`src/sv/mstas_pkg.sv`:
```
package mstas_pkg;

    localparam logic [2:0] OP_ADD_COUNTDOWN = 3'd0;
    localparam logic [2:0] OP_ADD_ALARM     = 3'd1;
    localparam logic [2:0] OP_CANCEL        = 3'd2;
    localparam logic [2:0] OP_DISMISS       = 3'd3;
    localparam logic [2:0] OP_DISMISS_ALL   = 3'd4;
    localparam logic [2:0] OP_STEP          = 3'd5;
    localparam logic [2:0] OP_QUERY         = 3'd6;

    localparam logic [2:0] ST_OK        = 3'd0;
    localparam logic [2:0] ST_NOT_FOUND = 3'd1;
    localparam logic [2:0] ST_RANGE     = 3'd2;
    localparam logic [2:0] ST_FULL      = 3'd3;
    localparam logic [2:0] ST_NO_CLOCK  = 3'd4;

    localparam logic [1:0] SLOT_FREE    = 2'd0;
    localparam logic [1:0] SLOT_PENDING = 2'd1;
    localparam logic [1:0] SLOT_RINGING = 2'd2;

    localparam logic [2:0] REG_MIN_SECONDS = 3'd0;
    localparam logic [2:0] REG_MAX_SECONDS = 3'd1;
    localparam logic [2:0] REG_CLOCK_VALID = 3'd2;
    localparam logic [2:0] REG_MISS_GRACE  = 3'd3;
    localparam logic [2:0] REG_RING        = 3'd4;

    localparam int MAX_REPORT = 8;
    localparam logic [9:0] MS_PER_S = 10'd1000;

    typedef struct packed {
        logic [2:0]  op;
        logic [19:0] seconds;
        logic [39:0] alarm_sec;
        logic [47:0] now_ms;
        logic [39:0] wall_sec;
        logic [31:0] target_id;
        logic [31:0] cap_ms;
        logic [3:0]  report_limit;
    } in_t;

    typedef struct packed {
        logic [2:0]  status;
        logic [31:0] timer_id;
        logic [3:0]  slot_count;
        logic [3:0]  ringing_count;
        logic [31:0] missed_count;
        logic [31:0] timeout_ms;
        logic        last;
    } out_t;

endpackage

```
`src/sv/multi_slot_timer_alarm_scheduler.sv`:
```
// Channel  | Signals                          | Direction | Moves
// ---------+----------------------------------+-----------+-------------------------
// in       | in_valid, in_ready, in_data      | into      | one operation word
// out      | out_valid, out_ready, out_data   | out of    | result words, last marks end
// cfg      | cfg_we, cfg_index, cfg_data      | into      | register write, no wait
//
// One word is accepted and passes a setup state, then walks the slot table one
// slot per cycle (query steps through phases on each slot, as the shared
// subtract and multiply are reused), then one result word per out_ready cycle.
// Add, cancel and dismiss stop at the first matching slot; range and clock
// rejects skip the walk. Reset frees all slots at once.
// in_ready is low from accept until the last result word is taken; a stalled
// out_ready holds the current result word.
module multi_slot_timer_alarm_scheduler #(
    parameter int SLOTS = 8
) (
    input  logic              clk,
    input  logic              rst_n,
    input  logic              in_valid,
    output logic              in_ready,
    input  mstas_pkg::in_t    in_data,
    output logic              out_valid,
    input  logic              out_ready,
    output mstas_pkg::out_t   out_data,
    input  logic              cfg_we,
    input  logic [2:0]        cfg_index,
    input  logic [39:0]       cfg_data
);

    localparam int IW = (SLOTS > 1) ? $clog2(SLOTS) : 1;
    localparam int CW = $clog2(SLOTS + 1);

    localparam logic [1:0] S_IDLE = 2'd0;
    localparam logic [1:0] S_PREP = 2'd1;
    localparam logic [1:0] S_SCAN = 2'd2;
    localparam logic [1:0] S_EMIT = 2'd3;

    // configuration
    logic [19:0] min_sec_reg;
    logic [19:0] max_sec_reg;
    logic [39:0] clk_valid_reg;
    logic [15:0] grace_reg;
    logic [15:0] ring_reg;

    // slot table
    logic [1:0]  slot_st_reg    [SLOTS];
    logic        slot_alarm_reg [SLOTS];
    logic [31:0] slot_id_reg    [SLOTS];
    logic [47:0] slot_due_reg   [SLOTS];
    logic [47:0] slot_rs_reg    [SLOTS];

    logic [31:0] next_id_reg, next_id_next;
    logic [31:0] missed_reg, missed_next;

    // sequencer
    logic [1:0]    state_reg, state_next;
    mstas_pkg::in_t item_reg;
    logic [IW-1:0] idx_reg, idx_next;
    logic [1:0]    phase_reg, phase_next;
    logic [29:0]   prod_reg;
    logic [25:0]   ring_ms_reg;
    logic [25:0]   grace_ms_reg;
    logic          clock_ok_reg;
    logic [48:0]   a_reg, a_next;
    logic [48:0]   r_reg, r_next;
    logic          use_reg, use_next;
    logic [31:0]   tmo_reg, tmo_next;
    logic [CW-1:0] cnt_reg, cnt_next;
    logic [CW-1:0] ring_cnt_reg, ring_cnt_next;
    logic [3:0]    rep_reg, rep_next;
    logic [3:0]    emit_k_reg, emit_k_next;
    logic [31:0]   ids_reg [mstas_pkg::MAX_REPORT];
    logic [2:0]    res_status_reg, res_status_next;
    logic [31:0]   res_id_reg, res_id_next;

    // slot write controls
    logic          wr_st;
    logic [1:0]    wr_st_val;
    logic          wr_new;
    logic          wr_rs;
    logic          wr_ids;
    logic [47:0]   new_due;

    // current slot
    logic [1:0]    cur_st;
    logic          cur_alarm;
    logic [31:0]   cur_id;
    logic [47:0]   cur_due;
    logic [47:0]   cur_rs;
    logic          last_slot;
    logic [48:0]   due_sum;
    logic [3:0]    cap_rep;
    logic [47:0]   now_op;
    logic [47:0]   late;
    logic [47:0]   late_thr;
    logic          due_now;
    logic [47:0]   ring_age;
    logic [39:0]   alarm_left;
    logic [48:0]   ring_end;
    logic [32:0]   alarm_ms;
    logic          id_hit;
    logic [7:0]    cnt_wide;
    logic [7:0]    ring_wide;

    assign cur_st    = slot_st_reg[idx_reg];
    assign cur_alarm = slot_alarm_reg[idx_reg];
    assign cur_id    = slot_id_reg[idx_reg];
    assign cur_due   = slot_due_reg[idx_reg];
    assign cur_rs    = slot_rs_reg[idx_reg];
    assign last_slot = (idx_reg == IW'(SLOTS - 1));

    assign due_sum = {1'b0, item_reg.now_ms} + 49'(prod_reg);
    assign cap_rep = (item_reg.report_limit > 4'(mstas_pkg::MAX_REPORT))
                   ? 4'(mstas_pkg::MAX_REPORT) : item_reg.report_limit;

    // one shared lateness subtract for countdowns and alarms
    assign now_op   = cur_alarm ? {8'd0, item_reg.wall_sec} : item_reg.now_ms;
    assign late     = now_op - cur_due;
    assign late_thr = cur_alarm ? {32'd0, grace_reg} : {22'd0, grace_ms_reg};
    assign due_now  = cur_alarm ? (clock_ok_reg && (now_op >= cur_due))
                                : (now_op >= cur_due);
    assign ring_age = item_reg.now_ms - cur_rs;

    assign alarm_left = cur_due[39:0] - item_reg.wall_sec;
    assign ring_end   = 49'(cur_rs) + 49'(ring_ms_reg);
    assign alarm_ms   = 33'(a_reg[22:0]) * 33'(mstas_pkg::MS_PER_S);

    assign id_hit = (cur_st != mstas_pkg::SLOT_FREE) && (cur_id == item_reg.target_id)
                  && (item_reg.target_id != 32'd0);

    assign in_ready  = (state_reg == S_IDLE);
    assign out_valid = (state_reg == S_EMIT);

    always_comb
    begin
        state_next      = state_reg;
        idx_next        = idx_reg;
        phase_next      = phase_reg;
        a_next          = a_reg;
        r_next          = r_reg;
        use_next        = use_reg;
        tmo_next        = tmo_reg;
        cnt_next        = cnt_reg;
        ring_cnt_next   = ring_cnt_reg;
        rep_next        = rep_reg;
        emit_k_next     = emit_k_reg;
        res_status_next = res_status_reg;
        res_id_next     = res_id_reg;
        next_id_next    = next_id_reg;
        missed_next     = missed_reg;
        wr_st           = 1'b0;
        wr_st_val       = mstas_pkg::SLOT_FREE;
        wr_new          = 1'b0;
        wr_rs           = 1'b0;
        wr_ids          = 1'b0;
        new_due         = due_sum[48] ? 48'hFFFF_FFFF_FFFF : due_sum[47:0];
        if (item_reg.op == mstas_pkg::OP_ADD_ALARM)
        begin
            new_due = {8'd0, item_reg.alarm_sec};
        end

        case (state_reg)
            S_IDLE:
            begin
                if (in_valid)
                begin
                    state_next    = S_PREP;
                    idx_next      = '0;
                    phase_next    = 2'd0;
                    cnt_next      = '0;
                    ring_cnt_next = '0;
                    rep_next      = 4'd0;
                    emit_k_next   = 4'd0;
                    tmo_next      = in_data.cap_ms;
                    res_id_next   = 32'd0;
                end
            end

            S_PREP:
            begin
                state_next      = S_SCAN;
                res_status_next = mstas_pkg::ST_OK;
                case (item_reg.op)
                    mstas_pkg::OP_ADD_COUNTDOWN:
                    begin
                        if ((item_reg.seconds < min_sec_reg)
                            || (item_reg.seconds > max_sec_reg))
                        begin
                            res_status_next = mstas_pkg::ST_RANGE;
                            state_next      = S_EMIT;
                        end
                    end
                    mstas_pkg::OP_ADD_ALARM:
                    begin
                        if (item_reg.wall_sec < clk_valid_reg)
                        begin
                            res_status_next = mstas_pkg::ST_NO_CLOCK;
                            state_next      = S_EMIT;
                        end
                        else if (item_reg.alarm_sec <= item_reg.wall_sec)
                        begin
                            res_status_next = mstas_pkg::ST_RANGE;
                            state_next      = S_EMIT;
                        end
                    end
                    mstas_pkg::OP_CANCEL, mstas_pkg::OP_DISMISS, mstas_pkg::OP_DISMISS_ALL,
                    mstas_pkg::OP_STEP, mstas_pkg::OP_QUERY:
                    begin
                        res_status_next = mstas_pkg::ST_OK;
                    end
                    default:
                    begin
                        res_status_next = mstas_pkg::ST_NOT_FOUND;
                        state_next      = S_EMIT;
                    end
                endcase
            end

            S_SCAN:
            begin
                case (item_reg.op)
                    mstas_pkg::OP_ADD_COUNTDOWN, mstas_pkg::OP_ADD_ALARM:
                    begin
                        if (cur_st == mstas_pkg::SLOT_FREE)
                        begin
                            wr_st        = 1'b1;
                            wr_st_val    = mstas_pkg::SLOT_PENDING;
                            wr_new       = 1'b1;
                            res_id_next  = next_id_reg;
                            next_id_next = (next_id_reg == 32'hFFFF_FFFF)
                                         ? 32'd1 : next_id_reg + 32'd1;
                            state_next   = S_EMIT;
                        end
                        else if (last_slot)
                        begin
                            res_status_next = mstas_pkg::ST_FULL;
                            state_next      = S_EMIT;
                        end
                    end
                    mstas_pkg::OP_CANCEL:
                    begin
                        if (id_hit)
                        begin
                            wr_st      = 1'b1;
                            state_next = S_EMIT;
                        end
                        else if (last_slot)
                        begin
                            res_status_next = mstas_pkg::ST_NOT_FOUND;
                            state_next      = S_EMIT;
                        end
                    end
                    mstas_pkg::OP_DISMISS:
                    begin
                        if (id_hit)
                        begin
                            state_next = S_EMIT;
                            if (cur_st == mstas_pkg::SLOT_RINGING)
                            begin
                                wr_st    = 1'b1;
                                cnt_next = CW'(1);
                            end
                            else
                            begin
                                res_status_next = mstas_pkg::ST_NOT_FOUND;
                            end
                        end
                        else if (last_slot)
                        begin
                            res_status_next = mstas_pkg::ST_NOT_FOUND;
                            state_next      = S_EMIT;
                        end
                    end
                    mstas_pkg::OP_DISMISS_ALL:
                    begin
                        if (cur_st == mstas_pkg::SLOT_RINGING)
                        begin
                            wr_st    = 1'b1;
                            cnt_next = cnt_reg + CW'(1);
                        end
                        if (last_slot)
                        begin
                            state_next = S_EMIT;
                        end
                    end
                    mstas_pkg::OP_STEP:
                    begin
                        if (cur_st == mstas_pkg::SLOT_RINGING)
                        begin
                            if ((item_reg.now_ms >= cur_rs)
                                && (ring_age >= 48'(ring_ms_reg)))
                            begin
                                wr_st = 1'b1;
                            end
                        end
                        else if ((cur_st == mstas_pkg::SLOT_PENDING) && due_now)
                        begin
                            wr_st = 1'b1;
                            if (late > late_thr)
                            begin
                                missed_next = missed_reg + 32'd1;
                            end
                            else
                            begin
                                wr_st_val = mstas_pkg::SLOT_RINGING;
                                wr_rs     = 1'b1;
                                cnt_next  = cnt_reg + CW'(1);
                                if (rep_reg < cap_rep)
                                begin
                                    wr_ids   = 1'b1;
                                    rep_next = rep_reg + 4'd1;
                                end
                            end
                        end
                        if (last_slot)
                        begin
                            state_next = S_EMIT;
                        end
                    end
                    mstas_pkg::OP_QUERY:
                    begin
                        case (phase_reg)
                            2'd0:
                            begin
                                phase_next = 2'd1;
                                use_next   = 1'b0;
                                if (cur_st != mstas_pkg::SLOT_FREE)
                                begin
                                    cnt_next = cnt_reg + CW'(1);
                                end
                                if (cur_st == mstas_pkg::SLOT_RINGING)
                                begin
                                    ring_cnt_next = ring_cnt_reg + CW'(1);
                                    use_next      = 1'b1;
                                    a_next        = ring_end;
                                end
                                else if ((cur_st == mstas_pkg::SLOT_PENDING) && !cur_alarm)
                                begin
                                    use_next = 1'b1;
                                    a_next   = 49'(cur_due);
                                end
                                else if ((cur_st == mstas_pkg::SLOT_PENDING) && clock_ok_reg)
                                begin
                                    use_next = 1'b1;
                                    // clamp: anything this far out exceeds any cap
                                    if (cur_due[39:0] <= item_reg.wall_sec)
                                    begin
                                        a_next = 49'd0;
                                    end
                                    else if (alarm_left[39:23] != 17'd0)
                                    begin
                                        a_next = 49'h7F_FFFF;
                                    end
                                    else
                                    begin
                                        a_next = 49'(alarm_left[22:0]);
                                    end
                                end
                            end
                            2'd1:
                            begin
                                phase_next = 2'd2;
                                if (cur_alarm && (cur_st == mstas_pkg::SLOT_PENDING))
                                begin
                                    r_next = 49'(alarm_ms);
                                end
                                else if (a_reg > {1'b0, item_reg.now_ms})
                                begin
                                    r_next = a_reg - {1'b0, item_reg.now_ms};
                                end
                                else
                                begin
                                    r_next = 49'd0;
                                end
                            end
                            default:
                            begin
                                phase_next = 2'd0;
                                if (use_reg && (r_reg < 49'(tmo_reg)))
                                begin
                                    tmo_next = r_reg[31:0];
                                end
                                if (last_slot)
                                begin
                                    state_next = S_EMIT;
                                end
                            end
                        endcase
                    end
                    default:
                    begin
                        state_next = S_EMIT;
                    end
                endcase
                if ((state_next == S_SCAN) && (phase_next == 2'd0) && !last_slot)
                begin
                    idx_next = idx_reg + IW'(1);
                end
            end

            default:
            begin
                if (out_ready)
                begin
                    if (out_data.last)
                    begin
                        state_next = S_IDLE;
                    end
                    else
                    begin
                        emit_k_next = emit_k_reg + 4'd1;
                    end
                end
            end
        endcase
    end

    // result word
    assign cnt_wide  = 8'(cnt_reg);
    assign ring_wide = 8'(ring_cnt_reg);

    always_comb
    begin
        out_data.status        = res_status_reg;
        out_data.timer_id      = res_id_reg;
        out_data.slot_count    = (cnt_wide > 8'd15) ? 4'd15 : cnt_wide[3:0];
        out_data.ringing_count = 4'd0;
        out_data.missed_count  = missed_reg;
        out_data.timeout_ms    = 32'd0;
        out_data.last          = 1'b1;
        if (item_reg.op == mstas_pkg::OP_QUERY)
        begin
            out_data.ringing_count = (ring_wide > 8'd15) ? 4'd15 : ring_wide[3:0];
            out_data.timeout_ms    = tmo_reg;
        end
        if ((item_reg.op == mstas_pkg::OP_STEP) && (emit_k_reg < rep_reg))
        begin
            out_data.timer_id = ids_reg[emit_k_reg[2:0]];
            out_data.last     = 1'b0;
        end
    end

    always_ff @(posedge clk or negedge rst_n)
    begin
        if (!rst_n)
        begin
            state_reg      <= S_IDLE;
            idx_reg        <= '0;
            phase_reg      <= 2'd0;
            cnt_reg        <= '0;
            ring_cnt_reg   <= '0;
            rep_reg        <= 4'd0;
            emit_k_reg     <= 4'd0;
            res_status_reg <= mstas_pkg::ST_OK;
            next_id_reg    <= 32'd1;
            missed_reg     <= 32'd0;
            min_sec_reg    <= 20'd1;
            max_sec_reg    <= 20'd86400;
            clk_valid_reg  <= 40'd1577836800;
            grace_reg      <= 16'd60;
            ring_reg       <= 16'd60;
            for (int i = 0; i < SLOTS; i++)
            begin
                slot_st_reg[i] <= mstas_pkg::SLOT_FREE;
            end
        end
        else
        begin
            state_reg      <= state_next;
            idx_reg        <= idx_next;
            phase_reg      <= phase_next;
            cnt_reg        <= cnt_next;
            ring_cnt_reg   <= ring_cnt_next;
            rep_reg        <= rep_next;
            emit_k_reg     <= emit_k_next;
            res_status_reg <= res_status_next;
            next_id_reg    <= next_id_next;
            missed_reg     <= missed_next;
            if (wr_st)
            begin
                slot_st_reg[idx_reg] <= wr_st_val;
            end
            if (cfg_we)
            begin
                case (cfg_index)
                    mstas_pkg::REG_MIN_SECONDS: min_sec_reg   <= cfg_data[19:0];
                    mstas_pkg::REG_MAX_SECONDS: max_sec_reg   <= cfg_data[19:0];
                    mstas_pkg::REG_CLOCK_VALID: clk_valid_reg <= cfg_data;
                    mstas_pkg::REG_MISS_GRACE:  grace_reg     <= cfg_data[15:0];
                    mstas_pkg::REG_RING:        ring_reg      <= cfg_data[15:0];
                    default:                    ;
                endcase
            end
        end
    end

    always_ff @(posedge clk)
    begin
        if ((state_reg == S_IDLE) && in_valid)
        begin
            item_reg <= in_data;
        end
        if (state_reg == S_PREP)
        begin
            prod_reg     <= 30'(item_reg.seconds) * 30'(mstas_pkg::MS_PER_S);
            ring_ms_reg  <= 26'(ring_reg) * 26'(mstas_pkg::MS_PER_S);
            // integer seconds late exceed grace when ms late reach (grace+1)*1000
            grace_ms_reg <= 26'(grace_reg) * 26'(mstas_pkg::MS_PER_S) + 26'd999;
            clock_ok_reg <= (item_reg.wall_sec >= clk_valid_reg);
        end
        a_reg      <= a_next;
        r_reg      <= r_next;
        use_reg    <= use_next;
        tmo_reg    <= tmo_next;
        res_id_reg <= res_id_next;
        if (wr_new)
        begin
            slot_alarm_reg[idx_reg] <= (item_reg.op == mstas_pkg::OP_ADD_ALARM);
            slot_id_reg[idx_reg]    <= next_id_reg;
            slot_due_reg[idx_reg]   <= new_due;
        end
        if (wr_rs)
        begin
            slot_rs_reg[idx_reg] <= item_reg.now_ms;
        end
        if (wr_ids)
        begin
            ids_reg[rep_reg[2:0]] <= cur_id;
        end
    end

endmodule
```
`config.mk`:
```
export PLATFORM = sky130hd
export DESIGN_NAME = multi_slot_timer_alarm_scheduler
export DESIGN_NICKNAME = d
export VERILOG_FILES = /design/src/sv/mstas_pkg.sv /design/src/sv/multi_slot_timer_alarm_scheduler.sv
export SDC_FILE = /design/constraint.sdc
export NUM_CORES = 2
export LEC_CHECK = 0
export BUFFER_PORTS_ARGS = -buffer_cell sky130_fd_sc_hd__buf_2
export CAP_MARGIN = 0
export CORE_MARGIN = 10
export CORE_UTILIZATION = 60
export CTS_BUF_LIST = sky130_fd_sc_hd__clkbuf_4 sky130_fd_sc_hd__clkbuf_8 sky130_fd_sc_hd__clkbuf_16
export CTS_CLUSTER_DIAMETER = 30
export CTS_CLUSTER_SIZE = 14
export DETAILED_ROUTE_END_ITERATION = 6
export PLACE_DENSITY = 0.78
export RECOVER_POWER = 25
export SLEW_MARGIN = 10
export SYNTH_ARGS = -nofsm -noshare
export SYNTH_HDL_FRONTEND = slang
export SYNTH_SLANG_ARGS = --single-unit
```
`constraint.sdc`:
```
create_clock -name clk -period 16.26 [get_ports clk]
set_input_delay 0.813 -clock clk [delete_from_list [all_inputs] [get_ports clk]]
set_output_delay 0.813 -clock clk [all_outputs]
set_load 0.005 [all_outputs]
```
**Yosys cells after proc, flatten, opt, wreduce, memory -nomap -nowiden**

Memories as Yosys holds them, arrays and structs flattened.
Cells that the tools add are included.

- Logic and storage cells: 323
- Memory bits (writable): 1,288
- Bits in registers: 645
- Latch bits: 0
- Memories: 5
- Bits in read-only memories: 0
- Output and inout bits: 110
- Bits of input ports: 267

- Divide/modulo/power cells: 0
- $add $sub $neg: 14
- Shift operators: 0
- Eq/ne operators: 49
- Reductions and logical operators: 60
- Multiplexer cells: 128
- Bitwise operators: 4
- $lt $le $gt $ge: 19
- $mul: 4

Memories:

| name | depth | bits a word | read ports | clocked after Yosys merged registers in | wr ports | RTL line | source |
|---|---|---|---|---|---|---|---|
| slot_due_reg | 8 | 48 | 1 | 0 | 1 | multi_slot_timer_alarm_scheduler.sv:49 | `logic [47:0] slot_due_reg [SLOTS];` |
| slot_rs_reg | 8 | 48 | 1 | 0 | 1 | multi_slot_timer_alarm_scheduler.sv:50 | `logic [47:0] slot_rs_reg [SLOTS];` |
| ids_reg | 8 | 32 | 1 | 0 | 1 | multi_slot_timer_alarm_scheduler.sv:72 | `logic [31:0] ids_reg [mstas_pkg::MAX_REPORT];` |
| slot_id_reg | 8 | 32 | 1 | 0 | 1 | multi_slot_timer_alarm_scheduler.sv:48 | `logic [31:0] slot_id_reg [SLOTS];` |
| slot_alarm_reg | 8 | 1 | 1 | 0 | 1 | multi_slot_timer_alarm_scheduler.sv:47 | `logic slot_alarm_reg [SLOTS];` |

Operators by type and width:

| cell | count |
|---|---|
| $mux 32 | 10 |
| $mux 49 | 3 |
| $mux 48 | 3 |
| $pmux 32 s2 | 2 |
| $ge 48x48->1 | 2 |
| $sub 48x48->48 | 2 |
| $mux 4 | 23 |
| $le 40x40->1 | 2 |
| $mux 33 | 2 |
| $add 32x1->32 const B | 2 |
| $add 48x26->49 | 1 |
| $add 48x30->49 | 1 |
| $gt 49x48->1 | 1 |
| $lt 49x32->1 | 1 |
| $sub 49x48->49 | 1 |
| $ge 48x26->1 | 1 |
| $gt 48x26->1 | 1 |
| $mul 16x7->23 const B | 2 |
| $mux 23 | 2 |
| $ge 40x40->1 | 1 |
| $lt 40x40->1 | 1 |
| $mux 2 | 20 |
| $sub 40x40->40 | 1 |
| $mux 1 | 34 |
| 61 further kinds | 159 |

**Depth between registers and ports, before layout**

- Depth in word-level cells: 15
- Depth in mapped cells: 40
- Depth with buffers taken out: 33

**Worst setup path before layout**

No wires, ideal clock.

- Path type: reg-to-reg
- Start: register idx_reg[2]
- End: memory slot_rs_reg[0][0], enable pin
- Clock period less this slack: 9.940 ns
- Setup time: 0.455 ns
- Stages on the path, launching flop included: 37
- Path buffers: 10
- Required time: 15.805 ns
- Data arrival time: 9.485 ns
- Path slack: 6.320 ns
- Path through: dfrtp_1 buf_4 buf_4 buf_6 buf_4 buf_2 buf_2 buf_2 buf_1 buf_1 mux2i_1 o21ai_0 o21ai_0 o21ai_0 inv_1 ha_1 nor2b_1 o31a_1 o32a_4 a21oi_1 o41ai_1 nor2b_1 a221o_1 xor2_1 ha_1 nand3_1 nor2_1 nand2_1 a31oi_1 a2111oi_0 o221ai_1 or4b_1 nor4_1 and4_1 nand3_1 buf_2 nor2_1

- Cells in the longest elaborated chain, start to end: 12
- Elaborated cells on any way between the ends: 23
- Classes of those cells: 1 x add/sub; 2 x order compare; 2 x eq/ne; 13 x mux; 1 x bitwise; 2 x reduce/logical; 2 x memory

RTL lines:

| item | RTL line | source |
|---|---|---|
| start, declared | multi_slot_timer_alarm_scheduler.sv:58 | `logic [IW-1:0] idx_reg, idx_next;` |
| start signal, assigned | multi_slot_timer_alarm_scheduler.sv:470 | `idx_reg <= idx_next;` |
| parallel branches: the longest is 12 deep, another holds $sub 48x48->48 | -- |  |
| end, declared | multi_slot_timer_alarm_scheduler.sv:50 |  |

Several ways; the timed one is not identified. The select of a mux whose other input is x is not followed.

**Worst setup path in the final report**

- Start: register idx_reg[1]
- End: memory ids_reg[0][28], enable pin

- Cells in the longest elaborated chain, start to end: 12
- Elaborated cells on any way between the ends: 23
- Classes of those cells: 1 x add/sub; 2 x order compare; 2 x eq/ne; 13 x mux; 1 x bitwise; 2 x reduce/logical; 2 x memory

RTL lines:

| item | RTL line | source |
|---|---|---|
| parallel branches: the longest is 7 deep, another holds $sub 48x48->48 | -- |  |
| $mux 1 * | multi_slot_timer_alarm_scheduler.sv:288 | `if (cur_st == mstas_pkg::SLOT_RINGING)` |
| $mux 1 * | multi_slot_timer_alarm_scheduler.sv:221 | `case (item_reg.op)` |
| $mux 1 * | multi_slot_timer_alarm_scheduler.sv:162 | `case (state_reg)` |
| $mux 1 * | multi_slot_timer_alarm_scheduler.sv:526 | `if (wr_ids)` |
| $mux 1 (not written as such) * | multi_slot_timer_alarm_scheduler.sv:528 | `ids_reg[rep_reg[2:0]] <= cur_id;` |
| end, declared | multi_slot_timer_alarm_scheduler.sv:72 |  |

Every way passes the cells marked *. The select of a mux whose other input is x is not followed.

==> metrics <==
worst reg2reg startpoint=idx_reg[1]; CTS Root Cell=clkbuf_16; CP Launch Type=flop; Detailed Route Iter0 Violations=11193; unrepaired setup endpoints after global routing=no; post-synthesis sequential area ratio=55.1%; Layout Nets=9964; main combinational cell family by area after synthesis=adder cells; Layout area overhead=17.5%; Hold Path Sink=item_reg[56]; Synth Instances=8086; Hold Path Stages=1; Slew HR=-374%; Worst-path clk slew=0.05 ns; TritonRoute pass-1 iters=7; Synth Area in Compound Gates=11.9%; Row Count=152; worst reg-to-reg setup slack=3.83 ns; Detailed Route WL=351000 µm; antenna-violating nets left=0; Fmax achieved=80.5 MHz; syn nets=9304; top_reg_cell synth=edfxtp_1; Critical Setup Path Class=reg2reg; core area=171000 µm²; die width=435 µm; Initial Util=60.3%; Setup Skew=0.122 ns; Fill cells=10857; Clock Tree Buf Depth=4; actual slew at the worst max-slew pin=7.12 ns; Static Leakage=47.0 nW; HP Class=in2reg; CP max stage delay=0.94 ns; EDFF count, synth=1712; routed vias/inst=6.69; syn_area_per_cell=12.8 µm²; CTS tree=built; Crit path arrival time=13.02 ns; CP max-delay cell=nand3_1; I/O Pins=377; WL/cell=30.9 µm; VDD IR-drop max=0.450 mV; Pwr Density=252 nW/µm²; fin area=121000 µm²; Worst R2R End=ids_reg[0][28]; DP Wirelength=242000 µm; first-pass GRT wire length=508000 µm; Post-synth ARST share=11.3%; min Tclk post-route=12.43 ns; Max Fanout on Critical Path=95; layout cell share with drive strength beyond 1=16.3%; IO buf count=376; htree depth=5; Post-Synth Simple-Gate Area=8.29%; vias in the first global route=75674; post-CTS sizing=0; via count=76092; # DRC=70; GPL Wtd Cong=1.00; Total GRT Usage=36.0%; clock latency on the worst-skew pair=0.99 ns; CTS sink count=1930; Die H=435 µm; Hold Violations, Final=0; Min-Delay Startpoint=in_data[56]; Final Util=70.8%; Adder-Cell Fraction of Synth Area=13.4%; final setup fails=0; final period utilization=76.4%; xor and xnor area share after synthesis=3.35%; Setup TNS=0 ns; failing checks=design-rule violations, max-capacitance violations, max-slew violations; Yosys warnings=0; post-synthesis mux area share=5.08%; fin. max-slew vios=522; total CTS buffers=371; top post-synthesis cells by area=edfxtp_1 (50%), ha_1 (8.3%), fa_1 (5.1%); Reg2Reg Depth=32; post-synthesis instance area=103000 µm²; Synth cell types=97; die area=189000 µm²; largest net degree at the start of global routing=119; initial antenna violation count=42; Critical Path Sink Type=flop; count of state elements after synthesis=1930; Worst EP required=16.85 ns; area leader, netlist=edfxtp_1; status=finished, violations left; remaining global-route overflow=0; max_cap viols=23; Post-DP Area=109000 µm²; Yosys top cell area share=49.7%
layer usage:
| layer | wire (µm) | global-route usage [%] |
|---|---|---|
| met5 | 547 | 1.23 |
| met4 | 23700 | 20.4 |
| met3 | 48100 | 12.6 |
| met2 | 156000 | 54.4 |
| met1 | 123000 | 45.0 |
cells in the mapped netlist, types with 86 or more instances:
cell type	instances
mux2_2	123
o22ai_1	90
a21o_1	189
edfxtp_1	1712
mux4_2	107
a22oi_1	157
nand2_1	510
nand3_1	126
mux2i_1	145
a221oi_1	109
nor3_1	107
ha_1	686
xor2_1	176
fa_1	265
nand4_1	109
inv_1	498
o21ai_0	433
xnor2_1	219
a21oi_1	421
nor2_1	478
and3_1	86
clkbuf_1	196
dfrtp_1	191
repair_timing:
item,CTS,global route
hold buffers,20,0
endpoints found under the setup margin,0,0
buffers inserted,0,0
hold endpoints to repair,33,0
power by group:
| part | internal (W) | total [W] | leakage [nW] | switching [W] |
|---|---|---|---|---|
| logic | 0.00589 | 0.0157 | 22.6 | 0.00979 |
| clock network | 0.00510 | 0.00774 | 6.15 | 0.00263 |
| registers | 0.00678 | 0.00720 | 18.3 | 0.000423 |
| total | 0.0178 | 0.0306 | 47.0 | 0.0128 |
cell type report:
type                       count  area, µm²  share of cell area, %
antenna                       21       52.6                 0.0433
clock inverter               248       2880                   2.37
multi-input combinational   5373      43800                   36.1
sequential                  1930      56900                   46.9
clock buffer                 416       9750                   8.04
timing repair buffer         571       3240                   2.67
tap                         2310       2890                   2.38
inverter                     499       1870                   1.54
cell usage in the layout, fill, tap and decap left out, types with 46 or more instances in the layout:
cell type and instances:
clkbuf_1 67, bufinv_16 49, nand3_1 125, nor4_1 47
nor2b_1 72, o22ai_1 89, a21oi_1 420, mux2_2 123
inv_1 497, xor2_1 176, a31oi_1 66, nor3_1 105
o21bai_1 48, o21a_1 49, fa_1 265, nand4_1 109
clkbuf_16 375, a21o_1 189, clkinv_2 49, edfxtp_1 1712
ha_1 684, mux2i_1 145, buf_2 349, a221oi_1 103
and3_1 86, mux4_2 107, and2_1 62, xnor2_1 219
nor2_1 452, o21ai_0 431, nand2_1 507, buf_4 132
nand2b_1 65, a22o_1 46, a22oi_1 157, dfrtp_1 185
worst max-delay path by stage:
stage	from	to	depth (start not counted)
floorplan	idx_reg[2]	slot_rs_reg[0][0]	36
global placement	idx_reg[1]	slot_rs_reg[0][19]	29
detailed placement	idx_reg[1]	slot_rs_reg[0][19]	31
CTS	idx_reg[1]	ids_reg[0][28]	30
global route	idx_reg[1]	ids_reg[0][28]	32
finish	idx_reg[1]	ids_reg[0][28]	32
critical path: cells and delay by family, from the launching register on:
kind,cells,cell delay [ns]
AO/OA/AOI/OAI,11,3.88
XOR/XNOR,1,0.14
adder cells (fa/ha/maj),2,0.70
buffers and inverters,5,2.01
flip-flops,1,0.88
AND/OR/NAND/NOR,13,4.35
stage by stage:
step           setup slack (ns)  hold WS [ns]  power, W  cells
6_report                   3.83        0.0332    0.0306  11368
5_1_grt                    3.46       0.00775    0.0323  11350
4_1_cts                    4.38       0.00115    0.0303  11346
3_5_place_dp               4.67         0.464    0.0224  10662
3_3_place_gp               4.73         0.455    0.0220  10662
2_1_floorplan              6.32         0.444    0.0178   8086
cell families after synthesis:
kind of cell	after synthesis
xor+xnor	395
mux	375
compound gates	1871
fa+ha+maj	951
flops	1930
simple gates	1781
buf+inv	783
Note: power is estimated with default switching activity, not from simulation.
